<file path="config.mk">
export PLATFORM = sky130hd
export DESIGN_NAME = json_string_unescape_utf8
export DESIGN_NICKNAME = d
export VERILOG_FILES = /design/src/hw/rtl/jsu_pkg.sv /design/src/hw/rtl/jsu_front.sv /design/src/hw/rtl/jsu_fifo.sv /design/src/hw/rtl/jsu_back.sv /design/src/hw/rtl/json_string_unescape_utf8.sv
export SDC_FILE = /design/constraint.sdc
export NUM_CORES = 1
export LEC_CHECK = 0
export BUFFER_PORTS_ARGS = -buffer_cell sky130_fd_sc_hd__buf_4
export CAP_MARGIN = 15
export CORE_UTILIZATION = 56
export CTS_CLUSTER_SIZE = 14
export DETAILED_ROUTE_END_ITERATION = 16
export PLACE_DENSITY = 0.81
export SETUP_SLACK_MARGIN = 0.4
export SLEW_MARGIN = 20
export SYNTH_ARGS = -nofsm -noshare
export SYNTH_HDL_FRONTEND = slang
export SYNTH_SLANG_ARGS = --single-unit
</file>
<file path="constraint.sdc">
create_clock -name clk -period 4.1 [get_ports clk]
set_input_delay 0.615 -clock clk [delete_from_list [all_inputs] [get_ports clk]]
set_output_delay 0.615 -clock clk [all_outputs]
set_load 0.02 [all_outputs]
</file>
<file path="src/hw/rtl/jsu_pkg.sv">
package jsu_pkg;

  localparam int FIFO_DEPTH = 4;
  localparam int PTR_W      = $clog2(FIFO_DEPTH);
  localparam int CNT_W      = $clog2(FIFO_DEPTH + 1);

  localparam logic [1:0] KIND_DATA  = 2'd0;
  localparam logic [1:0] KIND_CLOSE = 2'd1;
  localparam logic [1:0] KIND_ERROR = 2'd2;

  localparam logic [2:0] ERR_NONE     = 3'd0;
  localparam logic [2:0] ERR_NO_QUOTE = 3'd1;
  localparam logic [2:0] ERR_ESCAPE   = 3'd2;
  localparam logic [2:0] ERR_HEX      = 3'd3;
  localparam logic [2:0] ERR_LOW_SUR  = 3'd4;
  localparam logic [2:0] ERR_CONTROL  = 3'd5;
  localparam logic [2:0] ERR_UNTERM   = 3'd6;

  // one queued job: a code point (or raw byte) and its byte count less one
  typedef struct packed {
    logic [1:0]  kind;
    logic [2:0]  err;
    logic [20:0] cp;
    logic [1:0]  nb;
  } job_t;

endpackage

</file>
<file path="src/hw/rtl/jsu_front.sv">
module jsu_front (
  input  logic          clk,
  input  logic          rst,
  input  logic          accept,
  input  logic          command,
  input  logic [7:0]    in_byte,
  output logic          push,
  output jsu_pkg::job_t job
);

  localparam logic [2:0] PH_IDLE   = 3'd0;
  localparam logic [2:0] PH_BODY   = 3'd1;
  localparam logic [2:0] PH_ESC    = 3'd2;
  localparam logic [2:0] PH_HEX1   = 3'd3;
  localparam logic [2:0] PH_SUR_BS = 3'd4;
  localparam logic [2:0] PH_SUR_U  = 3'd5;
  localparam logic [2:0] PH_HEX2   = 3'd6;

  logic [2:0]  phase, phase_next;
  logic [15:0] hex_accum, hex_accum_next;
  logic [1:0]  hex_count, hex_count_next;
  logic [9:0]  high_surrogate, high_surrogate_next;

  logic        hv;
  logic [3:0]  h;
  logic [15:0] acc_new;

  always_comb begin
    hv = 1'b1;
    h  = 4'd0;
    if (in_byte >= 8'h30 && in_byte <= 8'h39) begin
      h = in_byte[3:0];
    end else if ((in_byte >= 8'h61 && in_byte <= 8'h66) ||
                 (in_byte >= 8'h41 && in_byte <= 8'h46)) begin
      h = in_byte[3:0] + 4'd9;
    end else begin
      hv = 1'b0;
    end
  end

  assign acc_new = {hex_accum[11:0], h};

  function automatic logic [1:0] nb_of(input logic [15:0] v);
    if (v < 16'h0080)      nb_of = 2'd0;
    else if (v < 16'h0800) nb_of = 2'd1;
    else                   nb_of = 2'd2;
  endfunction

  always_comb begin
    phase_next          = phase;
    hex_accum_next      = hex_accum;
    hex_count_next      = hex_count;
    high_surrogate_next = high_surrogate;
    push                = 1'b0;
    job.kind            = jsu_pkg::KIND_DATA;
    job.err             = jsu_pkg::ERR_NONE;
    job.cp              = '0;
    job.nb              = 2'd0;
    if (accept) begin
      if (command) begin
        if (phase != PH_IDLE) begin
          push       = 1'b1;
          job.kind   = jsu_pkg::KIND_ERROR;
          job.err    = jsu_pkg::ERR_UNTERM;
          phase_next = PH_IDLE;
        end
      end else begin
        case (phase)
          PH_BODY: begin
            if (in_byte == 8'h22) begin
              push       = 1'b1;
              job.kind   = jsu_pkg::KIND_CLOSE;
              phase_next = PH_IDLE;
            end else if (in_byte == 8'h5C) begin
              phase_next = PH_ESC;
            end else if (in_byte < 8'h20) begin
              push       = 1'b1;
              job.kind   = jsu_pkg::KIND_ERROR;
              job.err    = jsu_pkg::ERR_CONTROL;
              phase_next = PH_IDLE;
            end else begin
              push   = 1'b1;
              job.cp = {13'd0, in_byte};
            end
          end
          PH_ESC: begin
            phase_next = PH_BODY;
            push       = 1'b1;
            case (in_byte)
              8'h22:   job.cp = 21'h22;
              8'h5C:   job.cp = 21'h5C;
              8'h2F:   job.cp = 21'h2F;
              8'h62:   job.cp = 21'h08;
              8'h66:   job.cp = 21'h0C;
              8'h6E:   job.cp = 21'h0A;
              8'h72:   job.cp = 21'h0D;
              8'h74:   job.cp = 21'h09;
              8'h75: begin
                push           = 1'b0;
                phase_next     = PH_HEX1;
                hex_accum_next = '0;
                hex_count_next = '0;
              end
              default: begin
                job.kind   = jsu_pkg::KIND_ERROR;
                job.err    = jsu_pkg::ERR_ESCAPE;
                phase_next = PH_IDLE;
              end
            endcase
          end
          PH_HEX1, PH_HEX2: begin
            if (!hv) begin
              push       = 1'b1;
              job.kind   = jsu_pkg::KIND_ERROR;
              job.err    = jsu_pkg::ERR_HEX;
              phase_next = PH_IDLE;
            end else begin
              hex_accum_next = acc_new;
              if (hex_count != 2'd3) begin
                hex_count_next = hex_count + 2'd1;
              end else begin
                hex_count_next = '0;
                if (phase == PH_HEX1) begin
                  if (acc_new >= 16'hD800 && acc_new <= 16'hDBFF) begin
                    high_surrogate_next = acc_new[9:0];
                    phase_next          = PH_SUR_BS;
                  end else begin
                    push       = 1'b1;
                    job.cp     = {5'd0, acc_new};
                    job.nb     = nb_of(acc_new);
                    phase_next = PH_BODY;
                  end
                end else if (acc_new < 16'hDC00 || acc_new > 16'hDFFF) begin
                  push       = 1'b1;
                  job.kind   = jsu_pkg::KIND_ERROR;
                  job.err    = jsu_pkg::ERR_LOW_SUR;
                  phase_next = PH_IDLE;
                end else begin
                  push       = 1'b1;
                  job.cp     = 21'h10000 + {1'b0, high_surrogate, acc_new[9:0]};
                  job.nb     = 2'd3;
                  phase_next = PH_BODY;
                end
              end
            end
          end
          PH_SUR_BS: begin
            if (in_byte == 8'h5C) begin
              phase_next = PH_SUR_U;
            end else begin
              push       = 1'b1;
              job.kind   = jsu_pkg::KIND_ERROR;
              job.err    = jsu_pkg::ERR_LOW_SUR;
              phase_next = PH_IDLE;
            end
          end
          PH_SUR_U: begin
            if (in_byte == 8'h75) begin
              phase_next     = PH_HEX2;
              hex_accum_next = '0;
              hex_count_next = '0;
            end else begin
              push       = 1'b1;
              job.kind   = jsu_pkg::KIND_ERROR;
              job.err    = jsu_pkg::ERR_LOW_SUR;
              phase_next = PH_IDLE;
            end
          end
          default: begin
            if (in_byte == 8'h22) begin
              phase_next = PH_BODY;
            end else begin
              push       = 1'b1;
              job.kind   = jsu_pkg::KIND_ERROR;
              job.err    = jsu_pkg::ERR_NO_QUOTE;
              phase_next = PH_IDLE;
            end
          end
        endcase
      end
    end
  end

  always_ff @(posedge clk) begin
    if (rst) begin
      phase          <= PH_IDLE;
      hex_accum      <= '0;
      hex_count      <= '0;
      high_surrogate <= '0;
    end else begin
      phase          <= phase_next;
      hex_accum      <= hex_accum_next;
      hex_count      <= hex_count_next;
      high_surrogate <= high_surrogate_next;
    end
  end

endmodule

</file>
<file path="src/hw/rtl/jsu_fifo.sv">
module jsu_fifo (
  input  logic          clk,
  input  logic          rst,
  input  logic          push,
  input  jsu_pkg::job_t wr_job,
  output logic          full,
  input  logic          pop,
  output logic          head_valid,
  output jsu_pkg::job_t head
);

  jsu_pkg::job_t                   mem [jsu_pkg::FIFO_DEPTH];
  logic [jsu_pkg::PTR_W-1:0] wr_ptr, rd_ptr;
  logic [jsu_pkg::CNT_W-1:0] count;

  assign full       = count == jsu_pkg::CNT_W'(jsu_pkg::FIFO_DEPTH);
  assign head_valid = count != '0;
  assign head       = mem[rd_ptr];

  always_ff @(posedge clk) begin
    if (push) begin
      mem[wr_ptr] <= wr_job;
    end
  end

  always_ff @(posedge clk) begin
    if (rst) begin
      wr_ptr <= '0;
      rd_ptr <= '0;
      count  <= '0;
    end else begin
      if (push) wr_ptr <= wr_ptr + 1'b1;
      if (pop)  rd_ptr <= rd_ptr + 1'b1;
      if (push && !pop)      count <= count + 1'b1;
      else if (pop && !push) count <= count - 1'b1;
    end
  end

endmodule

</file>
<file path="src/hw/rtl/jsu_back.sv">
module jsu_back (
  input  logic          clk,
  input  logic          rst,
  input  logic          head_valid,
  input  jsu_pkg::job_t head,
  output logic          pop,
  output logic          out_valid,
  input  logic          out_ready,
  output logic [7:0]    out_byte,
  output logic [1:0]    kind,
  output logic [2:0]    error_code,
  output logic          last
);

  logic [1:0] idx;
  logic [1:0] j;
  logic       load;
  logic       fin;
  logic [7:0] b;

  assign load = head_valid && (!out_valid || out_ready);
  assign fin  = idx == head.nb;
  assign pop  = load && fin;
  assign j    = head.nb - idx;

  // lead byte by length, continuation bytes by position from the end
  always_comb begin
    if (idx == 2'd0) begin
      case (head.nb)
        2'd0:    b = head.cp[7:0];
        2'd1:    b = {3'b110, head.cp[10:6]};
        2'd2:    b = {4'b1110, head.cp[15:12]};
        default: b = {5'b11110, head.cp[20:18]};
      endcase
    end else begin
      case (j)
        2'd0:    b = {2'b10, head.cp[5:0]};
        2'd1:    b = {2'b10, head.cp[11:6]};
        default: b = {2'b10, head.cp[17:12]};
      endcase
    end
  end

  always_ff @(posedge clk) begin
    if (rst) begin
      out_valid <= 1'b0;
      idx       <= '0;
    end else begin
      if (load)           out_valid <= 1'b1;
      else if (out_ready) out_valid <= 1'b0;
      if (load)           idx <= fin ? 2'd0 : idx + 2'd1;
    end
  end

  always_ff @(posedge clk) begin
    if (load) begin
      out_byte   <= b;
      kind       <= head.kind;
      error_code <= head.err;
      last       <= fin;
    end
  end

endmodule

</file>
<file path="src/hw/rtl/json_string_unescape_utf8.sv">
// Decoded jobs are queued, and result words are registered from the
// queue head. Throughput: one input word per cycle while in_ready is high; one
// result word per cycle while out_ready is high (k words for a k-byte \u).
// A 4-entry job queue separates the decode front end from the output stage.
// Reset (rst, synchronous): decoder waits for an opening quote, queue empty.
module json_string_unescape_utf8 (
  input  logic       clk,
  input  logic       rst,
  input  logic       in_valid,
  output logic       in_ready,
  input  logic       command,
  input  logic [7:0] in_byte,
  output logic       out_valid,
  input  logic       out_ready,
  output logic [7:0] out_byte,
  output logic [1:0] kind,
  output logic [2:0] error_code,
  output logic       last
);

  logic          full;
  logic          push;
  logic          pop;
  logic          head_valid;
  jsu_pkg::job_t wr_job;
  jsu_pkg::job_t head;

  assign in_ready = !full;

  jsu_front u_front (
    .clk     (clk),
    .rst     (rst),
    .accept  (in_valid && in_ready),
    .command (command),
    .in_byte (in_byte),
    .push    (push),
    .job     (wr_job)
  );

  jsu_fifo u_fifo (
    .clk        (clk),
    .rst        (rst),
    .push       (push),
    .wr_job     (wr_job),
    .full       (full),
    .pop        (pop),
    .head_valid (head_valid),
    .head       (head)
  );

  jsu_back u_back (
    .clk        (clk),
    .rst        (rst),
    .head_valid (head_valid),
    .head       (head),
    .pop        (pop),
    .out_valid  (out_valid),
    .out_ready  (out_ready),
    .out_byte   (out_byte),
    .kind       (kind),
    .error_code (error_code),
    .last       (last)
  );

endmodule

</file>
==> results of run 1 <==
-- layout by cell type, fill, tap and decap left out, drive strengths merged, types with 5 or more instances in the layout --
master	count
a211oi	5
a21oi	24
a222oi	8
a22o	15
and2	10
and3	5
buf	44
clkbuf	20
clkinv	5
dfxtp	39
edfxtp	126
ha	17
inv	22
mux2i	20
mux4	28
nand2	48
nand3	10
nand4	5
nor2	49
nor3	13
o21ai	21
xor2	7
-- worst min-delay path by stage --
stage	from	depth (start not counted)	endpoint	slack, ps
after floorplan	u_front.hex_count[1]$_SDFFE_PP0P_	1	u_front.hex_count[1]$_SDFFE_PP0P_	450
after global placement	u_back.out_valid$_SDFFE_PP0P_	2	u_back.out_valid$_SDFFE_PP0P_	460
after detailed placement	u_back.out_valid$_SDFFE_PP0P_	2	u_back.out_valid$_SDFFE_PP0P_	470
after CTS	command	2	u_front.phase[2]$_SDFFE_PP0P_	460
after global routing	command	2	u_front.phase[2]$_SDFFE_PP0P_	470
final	command	2	u_front.phase[2]$_SDFFE_PP0P_	490
-- worst max-delay path, stage by stage, from the launching register on --
cell     delay [ps]
dfxtp_2         360
mux4_2          550
inv_1           130
ha_1            380
and2_1          270
nand2_1         170
ha_1            210
inv_1            60
fa_1            380
xor2_1          180
or3_1           310
a21oi_1         150
-- cell type report --
| class | instances | area, µm² |
|---|---|---|
| Fill cell | 915 | 4580 |
| Sequential cell | 165 | 4570 |
| Multi-Input combinational cell | 361 | 2880 |
| Clock buffer | 20 | 467 |
| Timing Repair Buffer | 44 | 330 |
| Tap cell | 176 | 220 |
| Clock inverter | 12 | 175 |
| Inverter | 21 | 78.8 |
-- cells by family (layout without fill, tap and decap cells) --
| logic type | after synthesis | count (layout) | share of synthesized area |
|---|---|---|---|
| AND/OR/NAND/NOR | 170 | 170 | 0.112 |
| multiplexers | 48 | 48 | 0.108 |
| adder cells (fa/ha/maj) | 18 | 18 | 0.0304 |
| AO/OA/AOI/OAI | 115 | 115 | 0.114 |
| flip-flops | 165 | 165 | 0.596 |
| XOR/XNOR | 10 | 10 | 0.0114 |
| buffers and inverters | 52 | 97 | 0.0279 |
-- through the flow --
stage / hold slack [ps] / instance area, µm²
detailed placement: 467 / 8080
finish: 487 / 8720
floorplan: 453 / 7670
CTS: 458 / 8720
global route: 474 / 8720
global placement: 459 / 8080
-- sequential cells by signal (all words and copies together) (netlist names), named ones only --
register / flops
u_back.error_code: 3
u_front.high_surrogate: 10
u_front.phase: 3
u_front.hex_count: 2
u_front.hex_accum: 12
u_fifo.rd_ptr: 2
u_back.idx: 2
u_back.last: 1
u_back.out_byte: 8
u_back.kind: 2
u_back.out_valid: 1
u_fifo.wr_ptr: 2
u_fifo.count: 3
u_fifo.mem: 112
-- metal layers --
layer,routed length (µm),up-vias,GRT usage
met5,0,-,0
met4,609,0,0.123
met3,1180,50,0.0541
met2,9200,273,0.454
met1,7290,2603,0.343
li1,-,2300,-
-- power by group through the flow --
stage	Combinational (mW)	Sequential (mW)	Clock [mW]
floorplan	0.776	2.17	0
global placement	1.16	2.08	0
detailed placement	1.19	2.09	0
CTS	1.22	2.06	1.72
global route	1.32	2.07	1.79
finish	1.22	2.06	1.70
==> run_results.csv, run 1 <==
group,metric,value,unit
synthesis,yosysMostFrequentCell,"edfxtp_1",
sta,slew_headroom,0.393,
floorplanning,coreArea,13300,µm²
setup_path,rr_endpoint,"u_fifo.count[2]$_SDFFE_PP0P_",
synthesis,yosysWarnings,0,
sta,max_freq,310,MHz
setup_path,r2r_slack,880,ps
synthesis,synthTopCellsByCount,"edfxtp_1, nand2_1, nor2_1",
setup_path,reg2reg_depth,11,
finish,n_antenna_cell,0,
power,p_total,4.98,mW
cts,cts-buffers-inserted,17,
synthesis,synthCells,578,
placement,dpl.hpwl,11900,µm
sta,fin_crit,3220,ps
synthesis,syn_area_per_cell,13.3,µm²
setup_path,startpoint_type,"flip-flop",
sta,final-setup-viol-count,0,
placement,place_ws,548,ps
power,power_frac_clock,0.342,
cts,cts_buffer_depth,2,
outcome,status,"complete, no violations",
sta,grt_setup_unrepaired,"no",
power,combPwrFrac,0.244,
sta,tightest_slew,902,ps
setup_path,arrival,3570,ps
synthesis,synthTopCellsByArea,"edfxtp_1, dfxtp_1, mux4_2",
global_routing,grt_usage,0.272,
global_routing,antenna_found_initial,0,
power,switching_share,0.284,
cts,cts_tree,"built",
routing,via_per_inst,6.54,
cts,clock_sinks,165,
routing,num_vias,5226,
power,p_seq_frac,0.413,
placement,port-buffer-count,28,
finish,drive_above_1_share,0.186,
finish,area_growth,13.8,%
flow_run,drv_cap,0,
floorplanning,die_w,119,µm
power,peakVddDrop,0.322,mV
synthesis,yosysTopAreaCellShare,0.494,
synthesis,syn-num-nets,609,
synthesis,async_flop_share,0,
placement,gp_congestion,0.923,
setup_path,path_class,"reg2reg",
cts,clk_pin_slew,60,ps
cts,clock_latency,410,ps
finish,post-route-util,0.656,
power,power.leakage,3.00,nW
sta,hold_viol,0,
power,switchingPower,1.42,mW
setup_path,critPathMaxFanout,7,
floorplanning,dieArea,14200,µm²
cts,htreeDepth,4,
floorplanning,pin_count,29,
setup_path,crit_path_end_kind,"flip-flop",
power,powerDensity,571,nW/µm²
finish,fin_cells,799,
synthesis,ys_seq_area_frac,0.596,
floorplanning,die_y,119,µm
routing,drc,0,
synthesis,syn_area,7660,µm²
finish,fin_nets,641,
floorplanning,initial_core_util,0.576,
sta,fin_worst_skew,8.44,ps
global_routing,grt_pass1_wl,28700,µm
synthesis,synth.distinct_cells,70,
synthesis,yosys.area.top_type,"edfxtp_1",
synthesis,ys_seq_elements,165,
global_routing,overflow,0,
setup_path,endpoint,"u_fifo.count[2]$_SDFFE_PP0P_",
cts,hold_buffers,0,
sta,min_period_over_period,0.786,
cts,post-cts-setup-buffers,0,
setup_path,required,4450,ps
placement,dp_cells,767,
routing,detail_route.wl_per_cell,22.9,µm
synthesis,synth_ff_type,"edfxtp_1",
synthesis,synth_edf_count,126,
global_routing,grt_start_max_net_pins,29,
worst_hold_path,worstHoldPathType,"in2reg",
routing,routed_wl,18300,µm
sta,setup_slack,878,ps
sta,final_max_slew_viol_count,0,
routing,ant_nets,0,
routing,drt_iter0_drc,851,
sta,finalSetupTns,0,ps
cts,cts_resized,0,
power,p_int,3.56,mW
cts,clock-root-buffer,"clkbuf_16",
routing,firstDrtPassIters,6,
floorplanning,std_cell_rows,42,
global_routing,grt_pass1_vias,5217,
(Power assumes the default switching activity.)
==> inputs of run 2 (changes only) <==
--- a/config.mk
+++ b/config.mk
@@ -5,6 +5,7 @@
 export SDC_FILE = /design/constraint.sdc
 export NUM_CORES = 1
 export LEC_CHECK = 0
+export ABC_AREA = 1
 export BUFFER_PORTS_ARGS = -buffer_cell sky130_fd_sc_hd__buf_4
 export CAP_MARGIN = 15
 export CORE_UTILIZATION = 56
==> constraint.sdc (replaced) <==
create_clock -name clk -period 2.6 [get_ports clk]
set_input_delay 0.39 -clock clk [delete_from_list [all_inputs] [get_ports clk]]
set_output_delay 0.39 -clock clk [all_outputs]
set_load 0.02 [all_outputs]
==> run_results.csv, run 2 <==
group,metric,value,unit
cts,clk_pin_slew,60,ps
routing,num_vias,6671,
setup_path,max_stage_delay,390,ps
synthesis,yosysWarnings,0,
setup_path,arrival,2450,ps
synthesis,synthTopCellsByCount,"nand2_1, edfxtp_1, nor2_1",
finish,n_fill_cell,1010,
floorplanning,die_y,122,µm
setup_path,required,2750,ps
floorplanning,coreArea,13900,µm²
global_routing,met3_usage,0.0552,
floorplanning,std_cell_rows,43,
setup_path,cp_slowest_cell,"dfxtp_4",
finish,fin_cells,1150,
synthesis,syn_area,8030,µm²
global_routing,overflow,0,
cts,hold_buffers,0,
global_routing,grt_start_max_net_pins,44,
power,peakVddDrop,0.500,mV
routing,ant_nets,0,
synthesis,yosysTopAreaCellShare,0.471,
sta,hold_viol,0,
synthesis,yosys.area.top_type,"edfxtp_1",
synthesis,synth_ff_type,"edfxtp_1",
placement,place_ws,-15.5,ps
power,power.leakage,3.77,nW
setup_path,critPathMaxFanout,5,
sta,tightest_slew,610,ps
cts,cts_buffer_depth,2,
cts,cts_tree,"built",
setup_path,cp_common_cell,"buf_4",
synthesis,async_flop_share,0,
finish,regArea,4580,µm²
global_routing,grtUsageMet1,0.349,
sta,setup_slack,302,ps
setup_path,crit_chain,"inv_2, nand2_2, nor2_2, buf_4, buf_4, buf_4, buf_4, buf_4, buf_4, buf_4, nand2_1, nand3_1, nor2_1, nand4_1, nand2_1, a21oi_1",
routing,firstDrtPassIters,5,
routing,detail_route.wl_per_cell,16.9,µm
placement,gp_congestion,0.916,
worst_hold_path,min_from,"rst",
sta,final-setup-viol-count,0,
synthesis,yosysMostFrequentCell,"nand2_1",
global_routing,grt_pass1_wl,30700,µm
finish,multiInputGateArea,3230,µm²
setup_path,path_buf_inv,8,
finish,top_regs,"u_fifo.mem: 112 flops, u_front.hex_accum: 12 flops, u_front.high_surrogate: 10 flops",
cts,clock_sinks,165,
outcome,status,"complete, no violations",
sta,min_period_over_period,0.884,
synthesis,syn_area_per_cell,9.06,µm²
finish,n_antenna_cell,0,
global_routing,busiest_layer,"met2",
finish,final_common_cell,"nand2_1",
synthesis,synth_edf_count,126,
cts,clock_latency,440,ps
worst_hold_path,worstHoldPathType,"in2reg",
setup_path,r2r-start,"u_front.phase[1]$_SDFFE_PP0P_",
sta,slew_headroom,0.591,
finish,final_cell_mix,"nand2_1, edfxtp_1, nor2_1",
finish,fin_nets,988,
synthesis,synthTopCellsByArea,"edfxtp_1, dfxtp_1, nand2_1",
routing,routed_wl,19500,µm
setup_path,cp_top_family,"buffers and inverters",
flow_run,drv_cap,0,
synthesis,synthCells,886,
cts,cts-buffers-inserted,17,
synthesis,synth.distinct_cells,46,
finish,drive_above_1_share,0.216,
routing,drc,0,
floorplanning,dieArea,14800,µm²
cts,htreeDepth,4,
power,powerDensity,881,nW/µm²
setup_path,crit_path_end_kind,"flip-flop",
sta,grt_setup_unrepaired,"yes",
placement,dp_cells,1097,
synthesis,syn-num-nets,917,
sta,fin_worst_skew,10.8,ps
setup_path,startpoint_type,"flip-flop",
setup_path,critPathLaunch,"u_front.phase[1]$_SDFFE_PP0P_",
sta,final_max_slew_viol_count,0,
finish,stdcell_area,9650,µm²
placement,port-buffer-count,28,
finish,post-route-util,0.693,
global_routing,grt_pass1_vias,6228,
global_routing,globalRouteMet2Util,0.466,
placement,post_dp_cell_area,8740,µm²
cts,clock-root-buffer,"clkbuf_16",
sta,fin_crit,2300,ps
synthesis,ys_seq_area_frac,0.568,
floorplanning,pin_count,29,
setup_path,r2r_slack,300,ps
floorplanning,die_w,122,µm
sta,finalSetupTns,0,ps
global_routing,grt_usage,0.277,
routing,via_per_inst,5.80,
placement,dpl.hpwl,12700,µm
routing,drt_iter0_drc,728,
global_routing,antenna_found_initial,0,
finish,area_growth,20.2,%
floorplanning,initial_core_util,0.576,
finish,largest_reg_flops,112,
setup_path,path_class,"reg2reg",
sta,max_freq,435,MHz
finish,regMostFlops,"u_fifo.mem",
synthesis,ys_seq_elements,165,
==> run 2: cell types whose count changed in the layout (fill, tap and decap cells not counted), sizes merged, moves of 6 or more <==
cell    previous run  this run
nor2              49       123
a222oi             8         0
mux2i             20         0
buf               44        83
inv               22        95
nand2             48       192
o22ai              2        21
a21oi             24        48
nand3             10        60
and2              10         0
a22o              15         1
mux4              28         0
o21ai             21        73
nand4              5        11
==> run 2: area by class of cell <==
cell class,instances,area share
multi-input combinational,595,0.335
inverter,95,0.0385
sequential,165,0.474
clock buffer,19,0.0448
timing repair buffer,83,0.0701
clock inverter,13,0.0139
tap,180,0.0233
==> run 2: cells by family after synthesis <==
| logic type | count (synthesis) | synth area share |
|---|---|---|
| AO/OA/AOI/OAI | 161 | 0.113 |
| XOR/XNOR | 4 | 0.00436 |
| adder cells (fa/ha/maj) | 18 | 0.0290 |
| buffers and inverters | 126 | 0.0622 |
| flip-flops | 165 | 0.568 |
| AND/OR/NAND/NOR | 412 | 0.223 |
==> run 2: stage by stage <==
stage / total power [mW] / hold slack [ps]
2_1_floorplan: 5.07 / 430
6_report: 8.50 / 276
4_1_cts: 8.35 / 271
3_5_place_dp: 5.83 / 459
5_1_grt: 8.90 / 284
3_3_place_gp: 5.76 / 451
==> run 2: layer usage <==
metal	vias up	wire (µm)	share of wire
li1	3161	-	-
met1	3174	7950	0.41
met4	0	580	0.030
met2	285	9690	0.50
met3	51	1280	0.066
met5	-	0	0
==> run 2: timing repair <==
| action | 4_1_cts | 5_1_grt |
|---|---|---|
| cloned | 0 | 0 |
| pin swaps | 8 | 9 |
| endpoints found under the hold margin | 0 | 0 |
| setup endpoints to repair | 111 | 58 |
| setup buffers | 13 | 8 |
| resized for setup | 30 | 24 |
==> run 2: path summary, 6_finish.rpt <==
check	cells past startpoint	end
max	16	u_fifo.mem[0][27]$_DFFE_PP_
min	2	u_front.hex_accum[10]$_SDFFE_PP0P_
max reg2reg	16	u_fifo.mem[0][27]$_DFFE_PP_
min reg2reg	2	flip-flop
==> run 2: where the power goes <==
group | leakage, nW | switching [mW] | internal (mW)
Sequential | 1.48 | 0.129 | 3.22
Clock | 0.275 | 1.00 | 1.41
Combinational | 2.02 | 1.75 | 0.996
